--- config.mk ---
export PLATFORM = sky130hd
export DESIGN_NAME = msb_first_bit_packer
export DESIGN_NICKNAME = d
export VERILOG_FILES = /design/src/rtl/msbp_pkg.sv /design/src/rtl/msb_first_bit_packer.sv /design/src/rtl/msbp_front.sv /design/src/rtl/msbp_job_fifo.sv /design/src/rtl/msbp_back.sv
export SDC_FILE = /design/constraint.sdc
export NUM_CORES = 1
export LEC_CHECK = 0
export ABC_AREA = 1
export BUFFER_PORTS_ARGS = -buffer_cell sky130_fd_sc_hd__buf_2
export CAP_MARGIN = 20
export CELL_PAD_IN_SITES_DETAIL_PLACEMENT = 0
export CELL_PAD_IN_SITES_GLOBAL_PLACEMENT = 1
export CORE_ASPECT_RATIO = 1.2
export CORE_MARGIN = 2
export CORE_UTILIZATION = 48
export DETAILED_ROUTE_END_ITERATION = 7
export GPL_TIMING_DRIVEN = 0
export MAX_ROUTING_LAYER = met4
export PLACE_DENSITY_LB_ADDON = 0.1
export SLEW_MARGIN = 0
export SYNTH_ARGS = -nofsm -noshare
export SYNTH_HDL_FRONTEND = slang
export SYNTH_SLANG_ARGS = --single-unit
--- constraint.sdc ---
create_clock -name clk -period 6.6 [get_ports clk]
set_input_delay 0.66 -clock clk [delete_from_list [all_inputs] [get_ports clk]]
set_output_delay 0.66 -clock clk [all_outputs]
set_load 0.005 [all_outputs]
--- src/rtl/msbp_pkg.sv ---
// ----------------------------------------------------------------------------
// msbp_pkg
// Types and constants shared by the MSB-first bit packer modules.
// ----------------------------------------------------------------------------
package msbp_pkg;

	localparam int BYTE_W     = 8;
	localparam int VALUE_W    = 32;
	localparam int COUNT_W    = 6;
	localparam int PART_W     = BYTE_W - 1;
	localparam int FILL_W     = 3;
	localparam int MAX_BYTES  = 4;
	localparam int NB_W       = 3;
	localparam int JOB_DEPTH  = 2;
	localparam int JOB_AW     = $clog2(JOB_DEPTH);
	localparam int JOB_CW     = $clog2(JOB_DEPTH + 1);
	localparam int IDX_W      = $clog2(MAX_BYTES);

	localparam logic [COUNT_W-1:0] MAX_APPEND = COUNT_W'(VALUE_W);

	typedef enum logic {
		REQ_APPEND = 1'b0,
		REQ_FLUSH  = 1'b1
	} req_type_t;

	typedef struct packed {
		logic                 req_type;
		logic [VALUE_W-1:0]   value;
		logic [COUNT_W-1:0]   bit_count;
		logic                 pad_bit;
	} item_t;

	typedef struct packed {
		logic [BYTE_W-1:0] out_byte;
		logic              last;
	} result_t;

	// bytes[MAX_BYTES-1] goes out first
	typedef struct packed {
		logic [MAX_BYTES-1:0][BYTE_W-1:0] bytes;
		logic [NB_W-1:0]                  byte_cnt;
	} job_t;

	typedef struct packed {
		logic full;
		logic empty;
	} q_status_t;

endpackage

--- src/rtl/msb_first_bit_packer.sv ---
// ----------------------------------------------------------------------------
// msb_first_bit_packer
// Packs variable-width values MSB first into a byte stream.
// ----------------------------------------------------------------------------
// An item is taken every cycle while full is low; items that complete no byte
// cost no back-end time. Completed bytes leave through the output register at
// one per cycle while pop keeps up; an item yields 0 to 4 bytes at the result
// side. A two-entry job queue lets the input run ahead of the output; the first
// byte of an item passes through the job queue and then the output register.
module msb_first_bit_packer import msbp_pkg::*; (
	input  logic    clk,
	input  logic    arst_n,
	input  logic    push,
	output logic    full,
	input  item_t   item,
	output logic    empty,
	input  logic    pop,
	output result_t result
);

	logic      accept;
	logic      job_wr;
	logic      job_rd;
	job_t      job_in;
	job_t      job_head;
	q_status_t q_status;

	assign full   = q_status.full;
	assign accept = push && !full;

	msbp_front u_front (
		.clk    (clk),
		.arst_n (arst_n),
		.accept (accept),
		.item   (item),
		.job_wr (job_wr),
		.job    (job_in)
	);

	msbp_job_fifo u_fifo (
		.clk    (clk),
		.arst_n (arst_n),
		.wr     (job_wr),
		.wr_job (job_in),
		.rd     (job_rd),
		.head   (job_head),
		.status (q_status)
	);

	msbp_back u_back (
		.clk      (clk),
		.arst_n   (arst_n),
		.head     (job_head),
		.q_status (q_status),
		.job_rd   (job_rd),
		.pop      (pop),
		.empty    (empty),
		.result   (result)
	);

	a_no_write_when_full: assert property (@(posedge clk) disable iff (!arst_n)
		job_wr |-> !q_status.full)
		else $error("job written into full queue");

	a_no_read_when_empty: assert property (@(posedge clk) disable iff (!arst_n)
		job_rd |-> !q_status.empty)
		else $error("job read from empty queue");

	a_job_count_range: assert property (@(posedge clk) disable iff (!arst_n)
		job_wr |-> (job_in.byte_cnt != '0 && job_in.byte_cnt <= NB_W'(MAX_BYTES)))
		else $error("job byte count out of range");

	a_beat_after_job: assert property (@(posedge clk) disable iff (!arst_n)
		(!q_status.empty && empty) |=> !empty)
		else $error("waiting job not moved to output register");

endmodule

--- src/rtl/msbp_front.sv ---
// ----------------------------------------------------------------------------
// msbp_front
// Accepts items, merges them with the partial byte and forms byte jobs.
// ----------------------------------------------------------------------------
module msbp_front import msbp_pkg::*; (
	input  logic  clk,
	input  logic  arst_n,
	input  logic  accept,
	input  item_t item,
	output logic  job_wr,
	output job_t  job
);

	logic [PART_W-1:0]          partial_q;
	logic [FILL_W-1:0]          fill_q;
	logic [PART_W-1:0]          partial_d;
	logic [FILL_W-1:0]          fill_d;
	logic [COUNT_W-1:0]         n_bits;
	logic [VALUE_W-1:0]         value_al;
	logic [BYTE_W-1:0]          part_al;
	logic [BYTE_W-1:0]          pad_fill;
	logic [VALUE_W+BYTE_W-1:0]  merged;
	logic [VALUE_W+BYTE_W-1:0]  rest;
	logic [COUNT_W-1:0]         total;
	logic [BYTE_W-1:0]          rest_top;
	logic [3:0]                 rem_sh;

	always_comb begin
		n_bits   = (item.bit_count > MAX_APPEND) ? MAX_APPEND : item.bit_count;
		// new bits left-aligned, then placed right behind the partial byte
		value_al = item.value << (MAX_APPEND - n_bits);
		part_al  = {1'b0, partial_q} << (4'(BYTE_W) - {1'b0, fill_q});
		merged   = {part_al, {VALUE_W{1'b0}}} | ({value_al, {BYTE_W{1'b0}}} >> fill_q);
		total    = COUNT_W'(fill_q) + n_bits;
		rest     = merged << {total[COUNT_W-1:3], 3'b000};
		rest_top = rest[VALUE_W+BYTE_W-1 -: BYTE_W];
		rem_sh   = 4'(BYTE_W) - {1'b0, total[2:0]};
		pad_fill = item.pad_bit ? (8'hFF >> fill_q) : 8'h00;

		job       = '0;
		job_wr    = 1'b0;
		partial_d = partial_q;
		fill_d    = fill_q;
		unique case (req_type_t'(item.req_type))
			REQ_APPEND: begin
				job.bytes    = merged[VALUE_W+BYTE_W-1 -: VALUE_W];
				job.byte_cnt = NB_W'(total[COUNT_W-1:3]);
				job_wr       = accept && (total[COUNT_W-1:3] != '0);
				partial_d    = PART_W'(rest_top >> rem_sh);
				fill_d       = total[2:0];
			end
			REQ_FLUSH: begin
				job.bytes[MAX_BYTES-1] = part_al | pad_fill;
				job.byte_cnt           = NB_W'(1);
				job_wr                 = accept && (fill_q != '0);
				partial_d              = '0;
				fill_d                 = '0;
			end
			default: ;
		endcase
	end

	always_ff @(posedge clk or negedge arst_n) begin
		if (!arst_n) begin
			partial_q <= '0;
			fill_q    <= '0;
		end else if (accept) begin
			partial_q <= partial_d;
			fill_q    <= fill_d;
		end
	end

endmodule

--- src/rtl/msbp_job_fifo.sv ---
// ----------------------------------------------------------------------------
// msbp_job_fifo
// Short queue of byte jobs between the front and the back.
// ----------------------------------------------------------------------------
module msbp_job_fifo import msbp_pkg::*; (
	input  logic      clk,
	input  logic      arst_n,
	input  logic      wr,
	input  job_t      wr_job,
	input  logic      rd,
	output job_t      head,
	output q_status_t status
);

	job_t              mem_q [JOB_DEPTH];
	logic [JOB_AW-1:0] wptr_q;
	logic [JOB_AW-1:0] rptr_q;
	logic [JOB_CW-1:0] count_q;

	assign head         = mem_q[rptr_q];
	assign status.full  = (count_q == JOB_CW'(JOB_DEPTH));
	assign status.empty = (count_q == '0);

	always_ff @(posedge clk) begin
		if (wr)
			mem_q[wptr_q] <= wr_job;
	end

	always_ff @(posedge clk or negedge arst_n) begin
		if (!arst_n) begin
			wptr_q  <= '0;
			rptr_q  <= '0;
			count_q <= '0;
		end else begin
			if (wr)
				wptr_q <= (wptr_q == JOB_AW'(JOB_DEPTH - 1)) ? '0 : wptr_q + 1'b1;
			if (rd)
				rptr_q <= (rptr_q == JOB_AW'(JOB_DEPTH - 1)) ? '0 : rptr_q + 1'b1;
			unique case ({wr, rd})
				2'b10:   count_q <= count_q + 1'b1;
				2'b01:   count_q <= count_q - 1'b1;
				default: count_q <= count_q;
			endcase
		end
	end

endmodule

--- src/rtl/msbp_back.sv ---
// ----------------------------------------------------------------------------
// msbp_back
// Sends out the bytes of each job, one per cycle while pop keeps up, through an output register.
// ----------------------------------------------------------------------------
module msbp_back import msbp_pkg::*; (
	input  logic      clk,
	input  logic      arst_n,
	input  job_t      head,
	input  q_status_t q_status,
	output logic      job_rd,
	input  logic      pop,
	output logic      empty,
	output result_t   result
);

	logic [IDX_W-1:0] idx_q;
	logic             valid_q;
	result_t          result_q;
	logic             load;
	logic             is_last;

	assign load    = !q_status.empty && (!valid_q || pop);
	assign is_last = ({1'b0, idx_q} == head.byte_cnt - 1'b1);
	assign job_rd  = load && is_last;
	assign empty   = !valid_q;
	assign result  = result_q;

	always_ff @(posedge clk) begin
		if (load) begin
			result_q.out_byte <= head.bytes[IDX_W'(MAX_BYTES - 1) - idx_q];
			result_q.last     <= is_last;
		end
	end

	always_ff @(posedge clk or negedge arst_n) begin
		if (!arst_n) begin
			idx_q   <= '0;
			valid_q <= 1'b0;
		end else begin
			if (load)
				idx_q <= is_last ? '0 : idx_q + 1'b1;
			if (load)
				valid_q <= 1'b1;
			else if (pop)
				valid_q <= 1'b0;
		end
	end

endmodule
# ---- After elaboration in Yosys (flattened, before gate mapping)
# Memories as Yosys holds them, arrays and structs flattened.
# Index checks and enable logic that the tools add are counted.
dict set report classes {
  addsub 11
  order_cmp 2
  eq_ne 4
  n_shift 6
  muxes 18
  bitwise_logic 3
  n_reduce_logical 14
}
# operator count
set op_table {}
lappend op_table {{OR 40 bit} 1}
lappend op_table {{left shift 40 x 6 -> 40 bit} 1}
lappend op_table {{>> shifter 40 x 3 -> 40 bit} 1}
lappend op_table {{left shift 32 x 6 -> 32 bit} 1}
lappend op_table {{2-to-1 mux 24 bit} 1}
lappend op_table {{binary-select mux 8 bit (select 2 bit)} 1}
lappend op_table {{2-to-1 mux 8 bit} 2}
lappend op_table {{case mux 8 bit (2 select lines)} 1}
lappend op_table {{case mux 7 bit (2 select lines)} 1}
lappend op_table {{case mux 3 bit (2 select lines)} 2}
lappend op_table {{OR 8 bit} 1}
lappend op_table {{left shift 7 x 4 -> 8 bit} 1}
lappend op_table {{>> shifter 8 x 3 -> 8 bit (first input constant)} 1}
lappend op_table {{>> shifter 8 x 4 -> 7 bit} 1}
lappend op_table {{subtractor 4 x 3 -> 4 bit (first input constant)} 2}
lappend op_table {{adder 3 x 6 -> 6 bit} 1}
lappend op_table {{> comparator 6 bit (second input constant)} 1}
lappend op_table {{2-to-1 mux 1 bit} 6}
lappend op_table {{2-to-1 mux 6 bit} 1}
lappend op_table {{nonzero test 3 bit} 2}
lappend op_table {{subtractor 6 bit (first input constant)} 1}
lappend op_table {{logical AND 1 bit} 5}
lappend op_table {{adder 2 x 1 -> 2 bit (second input constant)} 2}
lappend op_table {{== test 2 bit (second input constant)} 2}
lappend op_table {{other kinds (15)} 19}
dict set report totals {
  register_bits 26
  ramBits 70
  input_bits 44
  out_inout_bits 11
  word_cells 68
  n_memories 1
}
# name depth width rd rd_clocked_by_memory_dff wr line_no
set memory_table {}
lappend memory_table {u_fifo.mem_q 2 35 1 0 1 msbp_job_fifo.sv:15} ;# job_t mem_q [JOB_DEPTH];

# ---- Longest topological paths before layout
# Gate-level depths: netlist of the first run.
dict set report logic_depth {
  ltp_word 9
  mapped_depth 29
  mapped_depth_nobuf 27
}

# ---- Cells and area by module
# From an unflattened synthesis of the first run, not the netlist that was laid out.
dict set report hier_totals {
  cells_unflattened 1361
  area_unflattened_um2 8863.5
}
# mod n_inst cells_each area_each_um2 seq_area_each_um2
set by_module_without_submodules {}
lappend by_module_without_submodules {msbp_front 1 1060 5157.4 250.2}
lappend by_module_without_submodules {msbp_job_fifo 1 207 2945.3 2202.1}
lappend by_module_without_submodules {msbp_back 1 92 750.7 345.3}
lappend by_module_without_submodules {msb_first_bit_packer 1 2 10.0 0.0}

# ---- Least setup slack after synthesis of the first run
# Ideal clock, no wire load.
dict set report synth_timing {
  kind {in2reg}
  from {in item[1] (netlist bit)}
  to {mem u_fifo.mem_q[0][0] (netlist bit) (enable)}
  arrival_ps 3785
  setup_slack_ps 2387
  path_stages 18
  n_path_buf 1
  cell_sequence {buf_4 nor2_4 nand3_1 nand2_2 inv_2 nor2_4 nand2_2 nand2_1 inv_1 ha_1 inv_1 nand2_2 nand2_1 a21oi_4 xor2_4 nand2_4 o31ai_2 nor2_1}
}
dict set report synth_via {
  elab_chain_cells 8
}
# item line_no
set synth_lines {}
lappend synth_lines {{from (decl)} msb_first_bit_packer.sv:15} ;# input item_t item,
lappend synth_lines {{> comparator 6 bit} msbp_front.sv:29} ;# n_bits = (item.bit_count > MAX_APPEND) ? MAX_APPEND : item.bit_count;
lappend synth_lines {{2-to-1 mux 6 bit *} msbp_front.sv:29}
lappend synth_lines {{adder 3 x 6 -> 6 bit *} msbp_front.sv:34} ;# total = COUNT_W'(fill_q) + n_bits;
lappend synth_lines {{nonzero test 3 bit *} msbp_front.sv:48} ;# job_wr = accept && (total[COUNT_W-1:3] != '0);
lappend synth_lines {{logical AND 1 bit *} msbp_front.sv:48}
lappend synth_lines {{case mux 1 bit (2 select lines) *} msbp_front.sv:44} ;# unique case (req_type_t'(item.req_type))
lappend synth_lines {{2-to-1 mux 1 bit *} msbp_job_fifo.sv:25} ;# if (wr)
lappend synth_lines {{2-to-1 mux 1 bit (not written as such) *} msbp_job_fifo.sv:26} ;# mem_q[wptr_q] <= wr_job;
lappend synth_lines {{to (decl)} msbp_job_fifo.sv:15}
# Mark *: on every way between the ends. The rest lies on a longest branch, timed or not.

# ---- Worst setup path after layout of the first run
dict set report layout_timing {
  from {in item[4] (netlist bit)}
  to {reg u_front.partial_q[4]}
}
dict set report layout_via {
  elab_chain_cells 9
}
# item line_no
set layout_lines {}
lappend layout_lines {{> comparator 6 bit} msbp_front.sv:29}
lappend layout_lines {{2-to-1 mux 6 bit *} msbp_front.sv:29}
lappend layout_lines {{subtractor 6 bit} msbp_front.sv:31} ;# value_al = item.value << (MAX_APPEND - n_bits);
lappend layout_lines {{left shift 32 x 6 -> 32 bit} msbp_front.sv:31}
lappend layout_lines {{>> shifter 40 x 3 -> 40 bit} msbp_front.sv:33} ;# merged = {part_al, {VALUE_W{1'b0}}} | ({value_al, {BYTE_W{1'b0}}} >> fill_q);
lappend layout_lines {{OR 40 bit} msbp_front.sv:33}
lappend layout_lines {{left shift 40 x 6 -> 40 bit} msbp_front.sv:35} ;# rest = merged << {total[COUNT_W-1:3], 3'b000};
lappend layout_lines {{>> shifter 8 x 4 -> 7 bit *} msbp_front.sv:49} ;# partial_d = PART_W'(rest_top >> rem_sh);
lappend layout_lines {{case mux 7 bit (2 select lines) *} msbp_front.sv:44}
lappend layout_lines {{to (signal assigned)} msbp_front.sv:68} ;# partial_q <= partial_d;
lappend layout_lines {{to (decl)} msbp_front.sv:14} ;# logic [PART_W-1:0] partial_q;
# Marks and branches as above.
# A chain may end at the register's enable or synchronous reset.

==> flow_metrics.env, run 1 <==
export IMPL_status="finished, final reports clean"
export IMPL_power_leakage_nw=4.20
export IMPL_final_area_um2=9310
export IMPL_hpwl_um=24900
export IMPL_clock_path_buffers=2
export IMPL_synth_area_leaders="edfxtp_1 28%, nand3_1 23%, nand2_1 14%"
export IMPL_clock_sinks=96
export IMPL_ctsHoldBuffers=0
export IMPL_synth_top_cell_area_share_pct=28.3
export IMPL_postCtsSetupRepairBufs=0
export IMPL_end_kind="flip-flop"
export IMPL_holdCritPathClass="in -> async"
export IMPL_drive_gt1_share_pct=9.70
export IMPL_globalplace_congestion=1.07
export IMPL_synth_avg_cell_area_um2=6.54
export IMPL_skew_ps=11.1
export IMPL_grt_total_usage_pct=34.0
export IMPL_drt_iter0_markers=884
export IMPL_ys_flop_type="edfxtp_1"
export IMPL_max_freq_mhz=217
export IMPL_drc=0
export IMPL_synth_edf_count=79
export IMPL_clock_latency_ps=340
export IMPL_cts_root_buf="clkbuf_16"
export IMPL_wl_um=30600
export IMPL_syn_area_um2=8370
export IMPL_finalSetupViolCount=0
export IMPL_cts_tree="done"
export IMPL_grt_pass1_vias=8564
export IMPL_ys_ff_latch=96
export IMPL_cts_made_buffers=9
export IMPL_synth_top_cell_by_area="edfxtp_1"
export IMPL_die_area_um2=18500
export IMPL_max_slew_margin_pct=42.7
export IMPL_startpoint_type="input port"
export IMPL_ios=55
export IMPL_ys_types=42
export IMPL_cts_resized=0
export IMPL_rsz0062_at_grt="false"
export IMPL_placed_area_um2=8950
export IMPL_critPathKind="in -> reg"
export IMPL_num_vias=9297
export IMPL_mostFrequentLayoutCell="nand3_1"
export IMPL_async_reset_ff_share_pct=17.7
export IMPL_synth_nets=1334
export IMPL_antennaDiodeCount=0
export IMPL_final_cell_mix="387 x nand3_1, 307 x nand2_1, 119 x nor2_1, 79 x edfxtp_1, 75 x buf_2"
export IMPL_grt_pass1_wl_um=47000
export IMPL_grt_max_degree=36
export IMPL_max_vdd_ir_drop_v=0.000181
export IMPL_via_per_inst=5.93
export IMPL_area_growth_pct=11.2
export IMPL_syn_instance_count=1280
export IMPL_timing_final_max_slew_violations=0
export IMPL_clk_pin_slew_ps=70
export IMPL_period_share_pct=69.7
export IMPL_cts_htree_levels=3
export IMPL_seq_area_frac_synth_pct=33.4
export IMPL_cp_required_ps=6870
export IMPL_setup_slack_ps=2000
export IMPL_fin_nets=1400
export IMPL_grt_ovfl_total=0
export IMPL_firstDrtPassIters=7
export IMPL_max_cap_violations=0
export IMPL_routedWlPerCell_um=19.6
export IMPL_antenna_found_initial=0
export IMPL_tightestPinTransition_ps=854
export IMPL_cp_max_fo=10
export IMPL_coreArea_um2=17000
export IMPL_powerDensity_nw_per_um2=440
export IMPL_utilization_pct=54.8
export IMPL_drtAntennaViolNets=0
export IMPL_num_rows=52
export IMPL_die_h_um=149
export IMPL_arrival_ps=4870
export IMPL_fin_crit_ps=4600
export IMPL_initial_core_util_pct=49.3
export IMPL_setup_tns_ps=0
export IMPL_hold_viol=0
export IMPL_portBuffers=52
export IMPL_synth_warnings=0
export IMPL_fp_dieW_um=125
export IMPL_post_place_ws_ps=1840
[flip-flops by register name (all words and copies together) (netlist names)]
signal / count
u_fifo.wptr_q: 1
u_back.result: 9
u_front.partial_q: 7
u_back.valid_q: 1
u_fifo.count_q: 2
u_front.fill_q: 3
u_fifo.rptr_q: 1
u_back.idx_q: 2
u_fifo.mem_q: 70
[worst paths after layout]
check / from / endpoint / slack, ps / cells after the start
max in group asynchronous: arst_n / u_front.partial_q[0] / 6020 / 1
min in group clk: u_front.partial_q[3] / u_front.partial_q[3] / 490 / 2
hold reg to reg: u_front.partial_q[3] / u_front.partial_q[3] / 490 / 2
hold / removal: arst_n / u_back.valid_q / 270 / 1
setup reg to reg: u_front.fill_q[1] / u_front.partial_q[0] / 2510 / 20
setup / recovery: item[4] / u_front.partial_q[4] / 2000 / 26
[final cells by class]
cell class                 count  area, µm²
buffer                        79        337
clock buffer                  10        229
clock inverter                 6        116
fill                        1729       7670
inverter                      88        332
multi-input combinational   1017       4920
sequential                    96       2800
tap                          216        270
timing repair buffer          55        308
[critical path, stage by stage]
cell and delay [ps]:
buf_2 130, nor2_1 100, nand3_1 90, nand2_2 140, nand2_2 110, buf_2 210
ha_1 380, inv_1 100, clkbuf_1 400, clkbuf_1 500, nand3_1 140, nand3_1 160
nand3_1 120, a21oi_1 250, nand3_1 150, nand3_1 130, nand2_1 120, nand2_1 90
nand3_1 80, nand2_1 200, nand2_1 130, nand3_1 140, nand2_1 90, nand2_1 80
nand3_1 90, o21ai_1 80
[cell families after synthesis]
| logic type | count (synthesis) | synth area share [%] |
|---|---|---|
| xor gates and xnor gates | 14 | 2.09 |
| muxes | 3 | 0.359 |
| buffers and inverters | 167 | 7.98 |
| AOI/OAI and AO/OA | 139 | 9.30 |
| and+or+nand+nor | 851 | 45.3 |
| DFF | 96 | 33.4 |
| adders and majority gates | 10 | 1.50 |
[per-layer routing]
| metal | GRT usage, % | vias up | share of wire, % | wire [µm] |
|---|---|---|---|---|
| met5 | - | - | 0 | 0 |
| met4 | 19.4 | 0 | 6.0 | 1830 |
| met3 | 3.38 | 89 | 5.1 | 1570 |
| met2 | 60.1 | 416 | 50 | 15400 |
| met1 | 37.4 | 4258 | 39 | 11800 |
| li1 | - | 4534 | - | - |
[power by group]
group / internal [W] / total, W / switching (W)
logic: 0.000742 / 0.00250 / 0.00176
registers: 0.000942 / 0.000996 / 0.0000538
clock network: 0.000373 / 0.000600 / 0.000227
total: 0.00206 / 0.00410 / 0.00204
[cell usage after synthesis, drive strengths merged, types with 2 or more instances]
| cell | number |
|---|---|
| a21oi | 39 |
| nand3b | 2 |
| xnor2 | 4 |
| nor2 | 126 |
| o22ai | 13 |
| o211ai | 2 |
| xor2 | 10 |
| clkbuf | 37 |
| ha | 10 |
| o21ai | 66 |
| a21o | 2 |
| nand3 | 387 |
| nor3 | 2 |
| a31oi | 12 |
| mux2i | 3 |
| inv | 81 |
| dfrtp | 17 |
| o21a | 2 |
| nand4 | 19 |
| clkinv | 7 |
| nand2 | 314 |
| edfxtp | 79 |
| buf | 42 |
[stage by stage]
stage,total power [W],instances,hold slack (ps)
after floorplan,0.00269,1280,364
after global placement,0.00340,1548,471
after detailed placement,0.00344,1550,468
after CTS,0.00405,1566,272
after global routing,0.00441,1567,290
final,0.00410,1567,265
(Power assumes the default switching activity.)
==> inputs of run 2 (changes only) <==
--- a/config.mk
+++ b/config.mk
@@ -5,14 +5,14 @@
 export SDC_FILE = /design/constraint.sdc
 export NUM_CORES = 1
 export LEC_CHECK = 0
-export ABC_AREA = 1
+export ABC_AREA = 0
 export BUFFER_PORTS_ARGS = -buffer_cell sky130_fd_sc_hd__buf_2
 export CAP_MARGIN = 20
 export CELL_PAD_IN_SITES_DETAIL_PLACEMENT = 0
 export CELL_PAD_IN_SITES_GLOBAL_PLACEMENT = 1
 export CORE_ASPECT_RATIO = 1.2
 export CORE_MARGIN = 2
-export CORE_UTILIZATION = 48
+export CORE_UTILIZATION = 44
 export DETAILED_ROUTE_END_ITERATION = 7
 export GPL_TIMING_DRIVEN = 0
 export MAX_ROUTING_LAYER = met4
==> constraint.sdc (replaced) <==
create_clock -name clk -period 3.7 [get_ports clk]
set_input_delay 0.37 -clock clk [delete_from_list [all_inputs] [get_ports clk]]
set_output_delay 0.37 -clock clk [all_outputs]
set_load 0.005 [all_outputs]
==> run 2 against run 1 <==
Effect of this change:
- the flow now finishes with violations (negative setup slack)
- worst hold slack worse by 46 ps
- design area up 40%
- global-route usage up 6.1 points
- core utilization up 5.9 points
- count of clock-buffer cells in the layout down 1
- sequential power up 85%
- register-to-register slack worse by 2900 ps
- clock power up 52%
- routed wire length up 48%
- sequential share of layout area down 8.6 points
- critical path type unchanged
- critical endpoint is now u_front.partial_q[1]
- largest power group unchanged
==> flow_metrics.env, run 2 <==
export IMPL_rsz0062_at_grt="true"
export IMPL_hold_viol=0
export IMPL_drt_iter0_markers=855
export IMPL_combPwrFrac_pct=71.1
export IMPL_grt_pass1_vias=10100
export IMPL_post_place_ws_ps=-2460
export IMPL_area_growth_pct=36.7
export IMPL_critPathTopFamily="buffers and inverters"
export IMPL_pwr_share_clk_pct=9.6
export IMPL_synth_avg_cell_area_um2=9.32
export IMPL_crit_top_cell="buf_12"
export IMPL_grt_ovfl_total=0
export IMPL_antenna_found_initial=0
export IMPL_r2r_end="u_front.partial_q[1]"
export IMPL_num_rows=59
export IMPL_worstPathCellList="buf_12 -> buf_12 -> nand2b_4 -> ha_4 -> buf_12 -> buf_12 -> buf_6 -> buf_6 -> mux2_4 -> mux4_2 -> a222oi_1 -> buf_4 -> buf_12 -> buf_6 -> nor2_4 -> a211oi_4 -> a221oi_2 -> or3_4 -> a221oi_4 -> nand3_1"
export IMPL_reg2reg_slack_ps=-350
export IMPL_multi_input_area_um2=7660
export IMPL_ys_top_cells_by_count="108 x nor2_1, 79 x edfxtp_1, 71 x nand2_1"
export IMPL_grt_total_usage_pct=40.0
export IMPL_ff_latch_area_um2=2800
export IMPL_globalplace_congestion=1.06
export IMPL_tightestPinTransition_ps=1110
export IMPL_crit_buf_inv=9
export IMPL_critPathKind="in -> reg"
export IMPL_ys_ff_latch=96
export IMPL_max_vdd_ir_drop_v=0.000587
export IMPL_clk_pin_slew_ps=80
export IMPL_syn_instance_count=1024
export IMPL_violations="negative setup slack"
export IMPL_ios=55
export IMPL_power_leakage_nw=4.76
export IMPL_cts_made_buffers=9
export IMPL_ys_flop_type="edfxtp_1"
export IMPL_hpwl_um=34100
export IMPL_drive_gt1_share_pct=42.3
export IMPL_drtAntennaViolNets=0
export IMPL_max_slew_margin_pct=25.3
export IMPL_reg2regPathDepth=11
export IMPL_wl_um=45300
export IMPL_swShare_pct=48.8
export IMPL_portBuffers=53
export IMPL_cts_htree_levels=3
export IMPL_synth_nets=1078
export IMPL_switchingPower_w=0.00464
export IMPL_timing_final_max_slew_violations=0
export IMPL_crit_path_start="item[6]"
export IMPL_coreArea_um2=21500
export IMPL_holdCritPathClass="in -> reg"
export IMPL_clock_sinks=96
export IMPL_reg2reg_from="u_front.fill_q[0]"
export IMPL_placed_area_um2=10400
export IMPL_hold_ws_ps=219
export IMPL_setup_slack_ps=-431
export IMPL_synth_top_cell_by_area="edfxtp_1"
export IMPL_seq_area_frac_synth_pct=29.3
export IMPL_n_fill_cell=1876
export IMPL_grt_max_degree=19
export IMPL_clock_latency_ps=350
export IMPL_cts_root_buf="clkbuf_16"
export IMPL_synth_edf_count=79
export IMPL_cp_required_ps=3930
export IMPL_finalSetupViolCount=87
export IMPL_final_area_um2=13000
export IMPL_cts_tree="done"
export IMPL_cp_max_fo=6
export IMPL_synth_most_common_cell="nor2_1"
export IMPL_critPathMaxStageDelay_ps=490
export IMPL_ys_types=98
export IMPL_synth_top_cell_area_share_pct=24.9
export IMPL_async_reset_ff_share_pct=17.7
export IMPL_endpoint="u_front.partial_q[1]"
export IMPL_max_cap_violations=0
export IMPL_powerDensity_nw_per_um2=729
export IMPL_arrival_ps=4360
export IMPL_slowest_stage="mux4_2"
export IMPL_max_freq_mhz=242
export IMPL_largest_reg_flops=70
export IMPL_skew_ps=12.6
export IMPL_synth_warnings=0
export IMPL_grt_pass1_wl_um=65800
export IMPL_routedWlPerCell_um=30.8
export IMPL_synth_area_leaders="edfxtp_1 25%, mux4_2 7.6%, mux2i_1 7.1%"
export IMPL_status="finished, violations left"
export IMPL_fin_crit_ps=4130
export IMPL_syn_area_um2=9540
export IMPL_p_int_w=0.00487
export IMPL_die_h_um=165
export IMPL_clock_path_buffers=2
export IMPL_via_per_inst=6.90
export IMPL_path_depth=20
export IMPL_die_area_um2=22900
export IMPL_fin_nets=1246
export IMPL_startpoint_type="input port"
export IMPL_end_kind="flip-flop"
export IMPL_mostFrequentLayoutCell="nor2_1"
export IMPL_utilization_pct=60.7
export IMPL_initial_core_util_pct=44.4
export IMPL_largest_register="u_fifo.mem_q"
export IMPL_antennaDiodeCount=0
export IMPL_firstDrtPassIters=6
export IMPL_fp_dieW_um=138
export IMPL_period_share_pct=112
export IMPL_final_cell_mix="98 x nor2_1, 96 x buf_4, 79 x edfxtp_1, 70 x nand2_1, 60 x buf_2"
export IMPL_p_seq_share_pct=19.4
export IMPL_num_vias=10100
export IMPL_drc=0
-- run 2: timing repair --
action,in CTS,in global routing
resized for setup,231,122
endpoints found under the hold margin,17,0
hold buffers,1,0
setup buffers,62,48
setup endpoints to repair,147,141
pin swaps,48,49
cloned,5,0
-- run 2: metrics by stage --
stage | setup TNS, ps | total power [W] | std cells
CTS | -36650 | 0.00880 | 1432
floorplan | -13000 | 0.00531 | 1024
finish | -5220 | 0.00951 | 1471
global route | -17920 | 0.00989 | 1471
detailed placement | -206900 | 0.00699 | 1352
global placement | -209200 | 0.00698 | 1351
-- run 2: logic make-up after synthesis --
kind of cell / share of synthesized area, %
simple gates: 19.2
compound gates: 21.9
mux: 21.1
buf+inv: 5.43
flops: 29.3
xor+xnor: 1.72
fa+ha+maj: 1.31
-- run 2: layout make-up --
cell class | count | share of cell area (%)
tap | 274 | 2.63
sequential | 96 | 21.5
clock inverter | 7 | 0.489
timing repair buffer | 163 | 9.52
clock buffer | 9 | 1.73
multi-input combinational | 830 | 58.7
inverter | 22 | 0.700
buffer | 70 | 4.71
-- run 2: worst min path at each step --
stage,depth (start not counted),to,from,slack (ps)
finish,2,u_back.valid_q,pop,220
detailed placement,1,u_front.fill_q[1],arst_n,330
global placement,1,u_front.fill_q[1],arst_n,320
floorplan,0,u_back.idx_q[0],arst_n,70
global route,2,u_back.valid_q,pop,230
CTS,2,u_back.valid_q,pop,210
-- run 2: power groups by stage --
stage          Clock, W  Combinational, W  Sequential, W
5_1_grt        0.000946           0.00707        0.00187
3_3_place_gp          0           0.00516        0.00182
4_1_cts        0.000906           0.00604        0.00185
3_5_place_dp          0           0.00515        0.00184
6_report       0.000909           0.00676        0.00184
2_1_floorplan         0           0.00352        0.00179
-- run 2: metal layers --
metal / part of all wire, % / vias to the layer above / track usage (%)
met1: 34 / 4912 / 39.1
met4: 11 / 0 / 37.5
met3: 5.3 / 278 / 5.25
met2: 49 / 576 / 69.6
li1: - / 4383 / -
met5: 0 / - / -
